File: config.mk
export PLATFORM = sky130hd
export DESIGN_NAME = seven_segment_text_formatter
export DESIGN_NICKNAME = d
export VERILOG_FILES = /design/src/hdl/sstf_pkg.sv /design/src/hdl/seven_segment_text_formatter.sv /design/src/hdl/sstf_encoder.sv
export VERILOG_INCLUDE_DIRS = /design/src /design/src/hdl
export SDC_FILE = /design/constraint.sdc
export NUM_CORES = 1
export LEC_CHECK = 0
export ABC_AREA = 1
export BUFFER_PORTS_ARGS = -buffer_cell sky130_fd_sc_hd__clkbuf_2
export CORE_UTILIZATION = 39
export CTS_CLUSTER_SIZE = 24
export DETAILED_ROUTE_END_ITERATION = 10
export MAX_ROUTING_LAYER = met4
export PLACE_DENSITY_LB_ADDON = 0.15
export RECOVER_POWER = 100
export SLEW_MARGIN = 10
export SYNTH_ARGS = -nofsm -noshare
export SYNTH_HDL_FRONTEND = slang
export SYNTH_HIERARCHICAL = 1
export SYNTH_SLANG_ARGS = --single-unit
File: constraint.sdc
create_clock -name clk -period 2.8 [get_ports clk]
set_clock_uncertainty 0.2 [all_clocks]
set_input_delay 0.14 -clock clk [delete_from_list [all_inputs] [get_ports clk]]
set_output_delay 0.14 -clock clk [all_outputs]
set_load 0.005 [all_outputs]
File: src/hdl/seven_segment_text_formatter_macros.svh
// Assertion macros for the seven-segment text formatter
`ifndef SEVEN_SEGMENT_TEXT_FORMATTER_MACROS_SVH
`define SEVEN_SEGMENT_TEXT_FORMATTER_MACROS_SVH

`ifndef SYNTH
// check a condition at every rising clock edge outside reset
`define SSTF_ASSERT_ALWAYS(lbl, expr) \
  lbl: assert property (@(posedge clk) disable iff (!rst_n) (expr)) \
    else $error("sstf assertion failed");
// check a same-cycle implication outside reset
`define SSTF_ASSERT_IMPL(lbl, ante, cons) \
  lbl: assert property (@(posedge clk) disable iff (!rst_n) (ante) |-> (cons)) \
    else $error("sstf assertion failed");
`else
`define SSTF_ASSERT_ALWAYS(lbl, expr)
`define SSTF_ASSERT_IMPL(lbl, ante, cons)
`endif

`endif

File: src/hdl/sstf_pkg.sv
// Shared constants for the seven-segment text formatter
package sstf_pkg;

  localparam int GRID_COUNT = 6;
  localparam int CNT_W      = $clog2(GRID_COUNT + 1);
  localparam int GRID_IDX_W = 3;
  localparam int SEG_W      = 8;
  localparam int CHAR_W     = 8;

  localparam logic [SEG_W-1:0]  SEG_BLANK = 8'h00;
  localparam logic [SEG_W-1:0]  DP_MASK   = 8'h80;
  localparam logic [CHAR_W-1:0] CHAR_DOT  = 8'h2E;

endpackage

File: src/hdl/seven_segment_text_formatter.sv
// Top level: text stream to seven-segment grid patterns
//
// Input channel (in_*): one ASCII character per transaction in in_tdata.
// in_tlast marks the end of the string; its tdata is ignored. A '.' after a
// character sets the decimal point of that character; stray dots are dropped.
// Output channel (out_*): one grid pattern per transaction, segments and
// grid index in out_tdata, out_tlast on the last grid of the frame.
// A dot's merged pattern is on the output register in the cycle after its
// transaction; a character's pattern is held until the next character, dot
// or end-of-string. Ordinary characters and dots are taken one per cycle
// while the receiver keeps up. An end-of-string on a frame that is not full
// holds in_tready low in the flush state while the held pattern and the
// blank padding for up to 6 grids drain through the output register.
// Reset (rst_n low, synchronous) empties the output register and clears the
// held pattern and grid count. When the receiver stalls, the output register
// holds its transaction and in_tready drops until it is taken.
`include "seven_segment_text_formatter_macros.svh"

module seven_segment_text_formatter
  import sstf_pkg::*;
(
  input  logic        clk,
  input  logic        rst_n,
  input  logic        in_tvalid,
  output logic        in_tready,
  input  logic [7:0]  in_tdata,   // [7:0] char_code
  input  logic        in_tlast,   // end_of_string
  output logic        out_tvalid,
  input  logic        out_tready,
  output logic [15:0] out_tdata,  // [7:0] segments, [10:8] grid_index, rest zero
  output logic        out_tlast   // last_grid
);

  logic                  out_valid_r, out_valid_nxt;
  logic [SEG_W-1:0]      out_seg_r, out_seg_nxt;
  logic [GRID_IDX_W-1:0] out_idx_r, out_idx_nxt;
  logic                  out_last_r, out_last_nxt;
  logic [SEG_W-1:0]      pend_code_r, pend_code_nxt;
  logic                  pend_valid_r, pend_valid_nxt;
  logic [CNT_W-1:0]      count_r, count_nxt;
  logic                  flush_r, flush_nxt;

  logic             out_free;
  logic             in_fire;
  logic             emit;
  logic [SEG_W-1:0] emit_seg;
  logic [SEG_W-1:0] enc_seg;
  logic [CNT_W-1:0] count_inc;

  sstf_encoder u_enc (
    .char_code (in_tdata),
    .segments  (enc_seg)
  );

  assign out_free  = !out_valid_r || out_tready;
  assign in_tready = !flush_r && out_free;
  assign in_fire   = in_tvalid && in_tready;
  assign count_inc = count_r + CNT_W'(1);

  always_comb begin
    pend_code_nxt  = pend_code_r;
    pend_valid_nxt = pend_valid_r;
    count_nxt      = count_r;
    flush_nxt      = flush_r;
    emit           = 1'b0;
    emit_seg       = SEG_BLANK;

    if (flush_r) begin
      // drain held pattern first, then blanks
      if (out_free) begin
        emit           = 1'b1;
        emit_seg       = pend_valid_r ? pend_code_r : SEG_BLANK;
        pend_valid_nxt = 1'b0;
        pend_code_nxt  = SEG_BLANK;
        if (count_inc == CNT_W'(GRID_COUNT)) begin
          flush_nxt = 1'b0;
          count_nxt = '0;
        end else begin
          count_nxt = count_inc;
        end
      end
    end else if (in_fire) begin
      if (in_tlast) begin
        if (count_r < CNT_W'(GRID_COUNT)) begin
          flush_nxt = 1'b1;
        end else begin
          pend_valid_nxt = 1'b0;
          pend_code_nxt  = SEG_BLANK;
          count_nxt      = '0;
        end
      end else if (in_tdata == CHAR_DOT) begin
        if (pend_valid_r) begin
          emit           = 1'b1;
          emit_seg       = pend_code_r | DP_MASK;
          count_nxt      = count_inc;
          pend_valid_nxt = 1'b0;
          pend_code_nxt  = SEG_BLANK;
        end
      end else begin
        if (pend_valid_r) begin
          emit      = 1'b1;
          emit_seg  = pend_code_r;
          count_nxt = count_inc;
        end
        if (count_nxt < CNT_W'(GRID_COUNT)) begin
          pend_code_nxt  = enc_seg;
          pend_valid_nxt = 1'b1;
        end else begin
          pend_code_nxt  = SEG_BLANK;
          pend_valid_nxt = 1'b0;
        end
      end
    end
  end

  always_comb begin
    out_valid_nxt = out_valid_r && !out_tready;
    out_seg_nxt   = out_seg_r;
    out_idx_nxt   = out_idx_r;
    out_last_nxt  = out_last_r;
    if (emit) begin
      out_valid_nxt = 1'b1;
      out_seg_nxt   = emit_seg;
      out_idx_nxt   = GRID_IDX_W'(count_r);
      out_last_nxt  = (count_r == CNT_W'(GRID_COUNT - 1));
    end
  end

  always_ff @(posedge clk) begin
    if (!rst_n) begin
      out_valid_r  <= 1'b0;
      pend_code_r  <= SEG_BLANK;
      pend_valid_r <= 1'b0;
      count_r      <= '0;
      flush_r      <= 1'b0;
    end else begin
      out_valid_r  <= out_valid_nxt;
      pend_code_r  <= pend_code_nxt;
      pend_valid_r <= pend_valid_nxt;
      count_r      <= count_nxt;
      flush_r      <= flush_nxt;
    end
  end

  always_ff @(posedge clk) begin
    out_seg_r  <= out_seg_nxt;
    out_idx_r  <= out_idx_nxt;
    out_last_r <= out_last_nxt;
  end

  assign out_tvalid = out_valid_r;
  assign out_tdata  = {5'b0, out_idx_r, out_seg_r};
  assign out_tlast  = out_last_r;

  `SSTF_ASSERT_ALWAYS(a_count_range, count_r <= CNT_W'(GRID_COUNT))
  `SSTF_ASSERT_IMPL(a_pend_has_room, pend_valid_r, count_r < CNT_W'(GRID_COUNT))
  `SSTF_ASSERT_IMPL(a_flush_has_room, flush_r, count_r < CNT_W'(GRID_COUNT))
  `SSTF_ASSERT_IMPL(a_flush_blocks_input, flush_r, !in_tready)

endmodule

File: src/hdl/sstf_encoder.sv
// ASCII to seven-segment pattern lookup with case folding
module sstf_encoder
  import sstf_pkg::*;
(
  input  logic [CHAR_W-1:0] char_code,
  output logic [SEG_W-1:0]  segments
);

  logic [CHAR_W-1:0] upper;

  // fold a..z onto A..Z
  assign upper = (char_code >= 8'h61 && char_code <= 8'h7A) ?
                 (char_code - 8'h20) : char_code;

  always_comb begin
    case (upper)
      8'h30: segments = 8'h3F;
      8'h31: segments = 8'h06;
      8'h32: segments = 8'h5B;
      8'h33: segments = 8'h4F;
      8'h34: segments = 8'h66;
      8'h35: segments = 8'h6D;
      8'h36: segments = 8'h7D;
      8'h37: segments = 8'h07;
      8'h38: segments = 8'h7F;
      8'h39: segments = 8'h6F;
      8'h41: segments = 8'h77;
      8'h42: segments = 8'h7C;
      8'h43: segments = 8'h39;
      8'h44: segments = 8'h5E;
      8'h45: segments = 8'h79;
      8'h46: segments = 8'h71;
      8'h47: segments = 8'h3D;
      8'h48: segments = 8'h76;
      8'h49: segments = 8'h06;
      8'h4A: segments = 8'h1E;
      8'h4B: segments = 8'h76;
      8'h4C: segments = 8'h38;
      8'h4D: segments = 8'h37;
      8'h4E: segments = 8'h54;
      8'h4F: segments = 8'h3F;
      8'h50: segments = 8'h73;
      8'h51: segments = 8'h67;
      8'h52: segments = 8'h50;
      8'h53: segments = 8'h6D;
      8'h54: segments = 8'h78;
      8'h55: segments = 8'h3E;
      8'h56: segments = 8'h3E;
      8'h57: segments = 8'h2A;
      8'h58: segments = 8'h76;
      8'h59: segments = 8'h6E;
      8'h5A: segments = 8'h5B;
      default: segments = SEG_BLANK;
    endcase
  end

endmodule

Word-level counts from Yosys, hierarchy flattened
Memory sizes are Yosys's and may differ from the RTL's.
Index checks and enable logic that the tools add are counted.
{"block": "word_totals", "elab_cells": 80, "romBits": 896, "out_inout_bits": 19, "ff_bits": 26, "inputBits": 13, "n_memories": 1}
{"block": "op_classes", "order_cmp": 4, "n_mux": 48, "add_sub_neg": 2, "eq_ne": 6, "reduce_logical": 11}
{"memory": "(no name shown)", "words": 128, "width": 7, "rd": 1, "rd_ports_with_merged_regs": 0, "write_ports": 0, "line": "sstf_encoder.sv:16", "text": "case (upper)"}
{"operator": "$mux 8", "count": 17}
{"operator": "$mux 3", "count": 12}
{"operator": "$mux 1", "count": 19}
{"operator": "$eq 8x6->1 const B", "count": 1}
{"operator": "$ge 8x7->1 const B", "count": 1}
{"operator": "$le 8x7->1 const B", "count": 1}
{"operator": "$sub 8x6->8 const B", "count": 1}
{"operator": "$eq 3x3->1 const B", "count": 2}
{"operator": "$lt 3x3->1 const B", "count": 2}
{"operator": "$logic_and 1x1->1", "count": 4}
{"operator": "$ne 4x4->1 const B", "count": 1}
{"operator": "$reduce_and 4->1", "count": 1}
{"operator": "$add 3x1->3 const B", "count": 1}
{"operator": "$logic_not 1->1", "count": 3}
{"operator": "$ne 3x3->1 const B", "count": 1}
{"operator": "$reduce_and 3->1", "count": 1}
{"operator": "$ne 2x1->1 const B", "count": 1}
{"operator": "$reduce_bool 2->1", "count": 1}
{"operator": "$logic_or 1x1->1", "count": 1}

Depth between registers and ports, before layout
{"block": "logic_depth", "depth_word": 12, "ltp_mapped": 16}

Cells and area by module
The synthesis kept the hierarchy.
{"module": "seven_segment_text_formatter", "cells_each": 179, "area_per_inst_um2": 1357.6, "n_inst": 1}
{"module": "sstf_encoder", "cells_each": 160, "area_per_inst_um2": 802.0, "n_inst": 1}

Worst setup path before layout
Ideal clock, no wire load.
{"block": "synth_timing", "kind": "input port to flip-flop", "from": "input port in_tdata[0]", "to": "register pend_code_r[2]", "setup_ps": 109, "cell_stages": 13, "slack_ps": 1086, "t_required_ps": 2491, "path_buffers": 0, "arrival_time_ps": 1405, "cell_sequence": "inv_1 ha_1 or2_2 nand2_1 a21oi_1 o21ai_0 nand2_1 inv_1 nor2_1 nand3_1 nand2_1 nand2_1 inv_1"}
{"block": "synth_between", "elab_chain_cells": 10, "elab_cells_between_ends": 15, "classes_between": "add/sub: 1; order compare: 2; eq/ne: 2; mux: 7; reduce/logical: 2; memory: 1"}
{"item": "from (decl)", "line": "seven_segment_text_formatter.sv:26", "text": "input logic [7:0] in_tdata,"}
{"item": "$ge 8x7->1 / $le 8x7->1 (equally long branches)", "line": "sstf_encoder.sv:12", "text": "assign upper = (char_code >= 8'h61 && char_code <= 8'h7A) ?"}
{"item": "$logic_and 1x1->1", "line": "sstf_encoder.sv:12"}
{"item": "$mux 8 (*)", "line": "sstf_encoder.sv:12"}
{"item": "$mem_v2 128x7"}
{"item": "$mux 8 (*)", "line": "sstf_encoder.sv:16"}
{"item": "via enc_seg[2]", "line": "seven_segment_text_formatter.sv:47", "text": "logic [SEG_W-1:0] enc_seg;"}
{"item": "$mux 8 (*)", "line": "seven_segment_text_formatter.sv:105", "text": "if (count_nxt < CNT_W'(GRID_COUNT)) begin"}
{"item": "$mux 8 (*)", "line": "seven_segment_text_formatter.sv:91", "text": "end else if (in_tdata == CHAR_DOT) begin"}
{"item": "$mux 8 (*)", "line": "seven_segment_text_formatter.sv:83", "text": "if (in_tlast) begin"}
{"item": "$mux 8 (*)", "line": "seven_segment_text_formatter.sv:82", "text": "end else if (in_fire) begin"}
{"item": "$mux 8 (*)", "line": "seven_segment_text_formatter.sv:68", "text": "if (flush_r) begin"}
{"item": "to (signal assigned)", "line": "seven_segment_text_formatter.sv:138", "text": "pend_code_r <= pend_code_nxt;"}
{"item": "to (decl)", "line": "seven_segment_text_formatter.sv:38", "text": "logic [SEG_W-1:0] pend_code_r, pend_code_nxt;"}
Mark *: on every way through the listed nets, which the timed path passes. The rest lies on a longest branch. The select of a mux whose other input is x is not followed.
A chain may end at the register's enable or synchronous reset.

Worst setup path after layout
{"block": "layout_timing", "from": "input port in_tlast", "to": "register out_seg_r[7] (data pin)"}
{"block": "layout_between", "elab_chain_cells": 3}
{"item": "from (decl)", "line": "seven_segment_text_formatter.sv:27", "text": "input logic in_tlast,"}
{"item": "$mux 8", "line": "seven_segment_text_formatter.sv:83"}
{"item": "$mux 8", "line": "seven_segment_text_formatter.sv:82"}
{"item": "$mux 8", "line": "seven_segment_text_formatter.sv:68"}
{"item": "via emit_seg[7]", "line": "seven_segment_text_formatter.sv:46", "text": "logic [SEG_W-1:0] emit_seg;"}
{"item": "to (signal assigned)", "line": "seven_segment_text_formatter.sv:146", "text": "out_seg_r <= out_seg_nxt;"}
{"item": "to (decl)", "line": "seven_segment_text_formatter.sv:35", "text": "logic [SEG_W-1:0] out_seg_r, out_seg_nxt;"}
The timed path passes the listed nets, and every way through them passes these cells.

==> impl_metrics.csv <==
group,metric,value,unit
hold_path,hp-class,"in -> reg",
pwr,power_density,401,nW/um^2
pwr,cellInternalPower,621,uW
die,ioPinCount,32,
synthesis,ys_seq_area_frac,0.297,
finish,final_area,2340,sq um
synthesis,ys_types,32,
sta,tightest_slew,0.548,ns
route,ant_nets,0,
pwr,power.switching,316,uW
pwr,power.share.clock,0.228,
synthesis,synth_most_common_cell,"nand2_1",
sta,setup_tns,0,ns
critical_path,max_stage_delay,0.53,ns
critical_path,worstPathMaxFanout,8,
critical_path,rr_startpoint,"flush_r",
cts,clkSinkCount,26,
pwr,p_sw_frac,0.337,
route,firstDrtPassIters,4,
die,die_w,76.4,um
cts,htree_levels,1,
synthesis,synth_warnings,6,
die,dieArea,5840,sq um
route,routed_wl,4.69,mm
critical_path,required,2.72,ns
route,vias_per_cell,4.72,
critical_path,cp.arrival,2.16,ns
cts,cts_tree,"built",
critical_path,crit_path_end_kind,"flip-flop",
critical_path,crit_chain,"dlygate4sd3_1 > clkbuf_1 > inv_1 > nand2_1 > inv_1 > nand2_1 > o22ai_1 > nand2_1 > a21oi_1",
sta,setup_violations,0,
global_route,antenna_found_initial,0,
cts,ctsLongestPathBuffers,2,
global_route,overflow,0,
die,initial_utilization,0.415,
placement,gp_congestion,0.952,
synthesis,synthTopCellsByArea,"edfxtp_1 (17%), nand2_1 (16%), dfxtp_1 (13%), inv_1 (8.9%), nor2_1 (6.8%)",
pwr,power.share.combinational,0.295,
finish,nets,388,
route,vias,2049,
sta,fin_hold_ws,0.0727,ns
route,drc_errors,0,
synthesis,yosys.area.top_type,"edfxtp_1",
synthesis,ys_ff_latch,26,
synthesis,synthCells,339,
global_route,grt_pass1_vias,1832,
critical_path,slowest_stage,"dlygate4sd3_1",
critical_path,reg2regPathDepth,7,
critical_path,path_common_cell,"nand2_1",
finish,num_antenna_cells,0,
pwr,ir_drop,0.000209,V
critical_path,r2r_slack,0.71,ns
global_route,grt_pass1_wl,7.94,mm
sta,relSlewSlack,0.635,
finish,fillers,585,
die,core,5200,sq um
sta,hold_viol_final,0,
placement,dp_hpwl,3.73,mm
route,detail_route.wl_per_cell,10.8,um
pwr,seqPwrFrac,0.477,
sta,fmax,446,MHz
sta,finalMaxSlewViolations,0,
status,outcome,"finished clean",
route,drtIter0Drc,82,
synthesis,synth_common_cells,"nand2_1 (94), inv_1 (51), nor2_1 (39), nand3_1 (28), a21oi_1 (20)",
sta,grt_setup_unrepaired,"false",
hold_path,whs_path_depth,5,
synthesis,synth_area,2160,sq um
synthesis,synth_edf_count,12,
cts,numCtsBuffers,3,
finish,syn2layout_area_growth,8.17,%
hold_path,holdPathEnd,"flush_r",
placement,port_buffers,26,
hold_path,worstHoldStart,"in_tvalid",
placement,place_area,2310,sq um
synthesis,async_flop_share,0,
cts,clk_latency,0.27,ns
critical_path,worstSetupStartpointType,"primary input",
cts,clk_pin_slew,0.09,ns
critical_path,critPathKind,"in -> reg",
synthesis,synth_top_flop_cell,"dfxtp_1",
die,fp.dieH,76.4,um
pwr,p_leak,1.18,nW
die,rows,26,
global_route,grt_max_degree,21,
global_route,grt_use_total,0.168,
cts,clock-root-buffer,"clkbuf_8",
sta,period_share,0.800,
cts,post_cts_buffers,0,
sta,post-route-min-period,2.24,ns
synthesis,synth_top_area_share,0.167,
synthesis,synth_area_per_cell,6.37,sq um
finish,drive_above_1_share,0.118,
run,drv_cap,0,
critical_path,reg2reg_to,"out_seg_r[7]",
==> critical path, delay by kind of cell <==
family	cells	cell delay [ns]
and+or+nand+nor	3	0.52
buffers and inverters	4	0.85
AOI/OAI and AO/OA	2	0.64
==> cell type report <==
cell class / instances / area (sq um) / share of cell area
repair buffers: 29 / 150 / 0.0643
multi-input cells: 248 / 1200 / 0.512
inverters: 57 / 216 / 0.0927
flip-flops and latches: 26 / 641 / 0.274
well taps: 70 / 87.6 / 0.0375
clock inverters: 1 / 3.75 / 0.00161
clock buffers: 3 / 41.3 / 0.0177
==> metrics by stage <==
stage / power (mW) / std cells / setup WS [ns] / utilization
2_1_floorplan: 0.673 / 343 / 1.09 / -
3_3_place_gp: 0.742 / 428 / 0.701 / 0.444
3_5_place_dp: 0.741 / 428 / 0.673 / 0.444
4_1_cts: 0.952 / 434 / 0.912 / 0.457
5_1_grt: 0.996 / 434 / 0.366 / 0.449
6_report: 0.936 / 434 / 0.560 / 0.449
==> metal layers <==
| metal | global-route usage | part of all wire | up-vias | wire length, um |
|---|---|---|---|---|
| li1 | - | - | 1104 | - |
| met1 | 0.210 | 0.47 | 854 | 2220 |
| met2 | 0.281 | 0.46 | 73 | 2180 |
| met3 | 0.00838 | 0.037 | 18 | 175 |
| met4 | 0.0750 | 0.025 | 0 | 117 |
| met5 | - | 0 | - | 0 |
==> cell usage in the layout (no fill, tap or decap), types with 3 or more instances in the layout <==
| master | synthesis | routed |
|---|---|---|
| o22ai_1 | 2 | 3 |
| nand4_1 | 3 | 3 |
| nor3_1 | 3 | 3 |
| nand3_1 | 28 | 29 |
| o21ai_1 | 6 | 6 |
| nor2_1 | 39 | 39 |
| clkbuf_8 | 0 | 3 |
| nor2_2 | 5 | 5 |
| conb_1 | 2 | 6 |
| ha_1 | 10 | 10 |
| edfxtp_1 | 12 | 12 |
| nand2_1 | 94 | 97 |
| nand3_2 | 3 | 3 |
| a21oi_1 | 20 | 20 |
| clkbuf_2 | 0 | 20 |
| inv_1 | 51 | 52 |
| dfxtp_1 | 14 | 14 |
| clkbuf_1 | 1 | 6 |
| inv_2 | 4 | 3 |
| o21ai_0 | 16 | 17 |
==> power groups by stage <==
stage / registers [mW] / logic (mW) / clock network (mW)
floorplan: 0.454 / 0.220 / 0
global placement: 0.456 / 0.286 / 0
detailed placement: 0.456 / 0.285 / 0
CTS: 0.447 / 0.288 / 0.217
global route: 0.451 / 0.319 / 0.227
finish: 0.447 / 0.276 / 0.213
==> worst max path at each step <==
stage	startpoint	to	slack, ns	cells past startpoint
finish	in_tlast	out_seg_r[7]	0.56	9
global route	in_tlast	out_seg_r[7]	0.37	9
CTS	in_tlast	out_seg_r[1]	0.91	8
detailed placement	in_tdata[0]	pend_code_r[2]	0.67	14
global placement	in_tdata[0]	pend_code_r[3]	0.70	16
floorplan	in_tdata[0]	pend_code_r[2]	1.09	13
==> sequential cells by signal, indices dropped and copies added (netlist names) <==
register      flops
count_r           3
flush_r           1
out_idx_r         3
out_seg_r         8
out_tlast         1
out_tvalid        1
pend_code_r       8
pend_valid_r      1
==> logic make-up after synthesis <==
group / Yosys count / synth area share
adders and majority gates: 10 / 0.0579
DFF: 26 / 0.297
and+or+nand+nor: 184 / 0.381
AOI/OAI and AO/OA: 48 / 0.121
buffers and inverters: 69 / 0.140
other: 2 / 0.00348
==> repair_timing <==
item / CTS / global route
hold buffers: 2 / 0
hold endpoints to repair: 5 / 0
gates resized for setup: 0 / 0
Note: power is estimated with default switching activity, not from simulation.
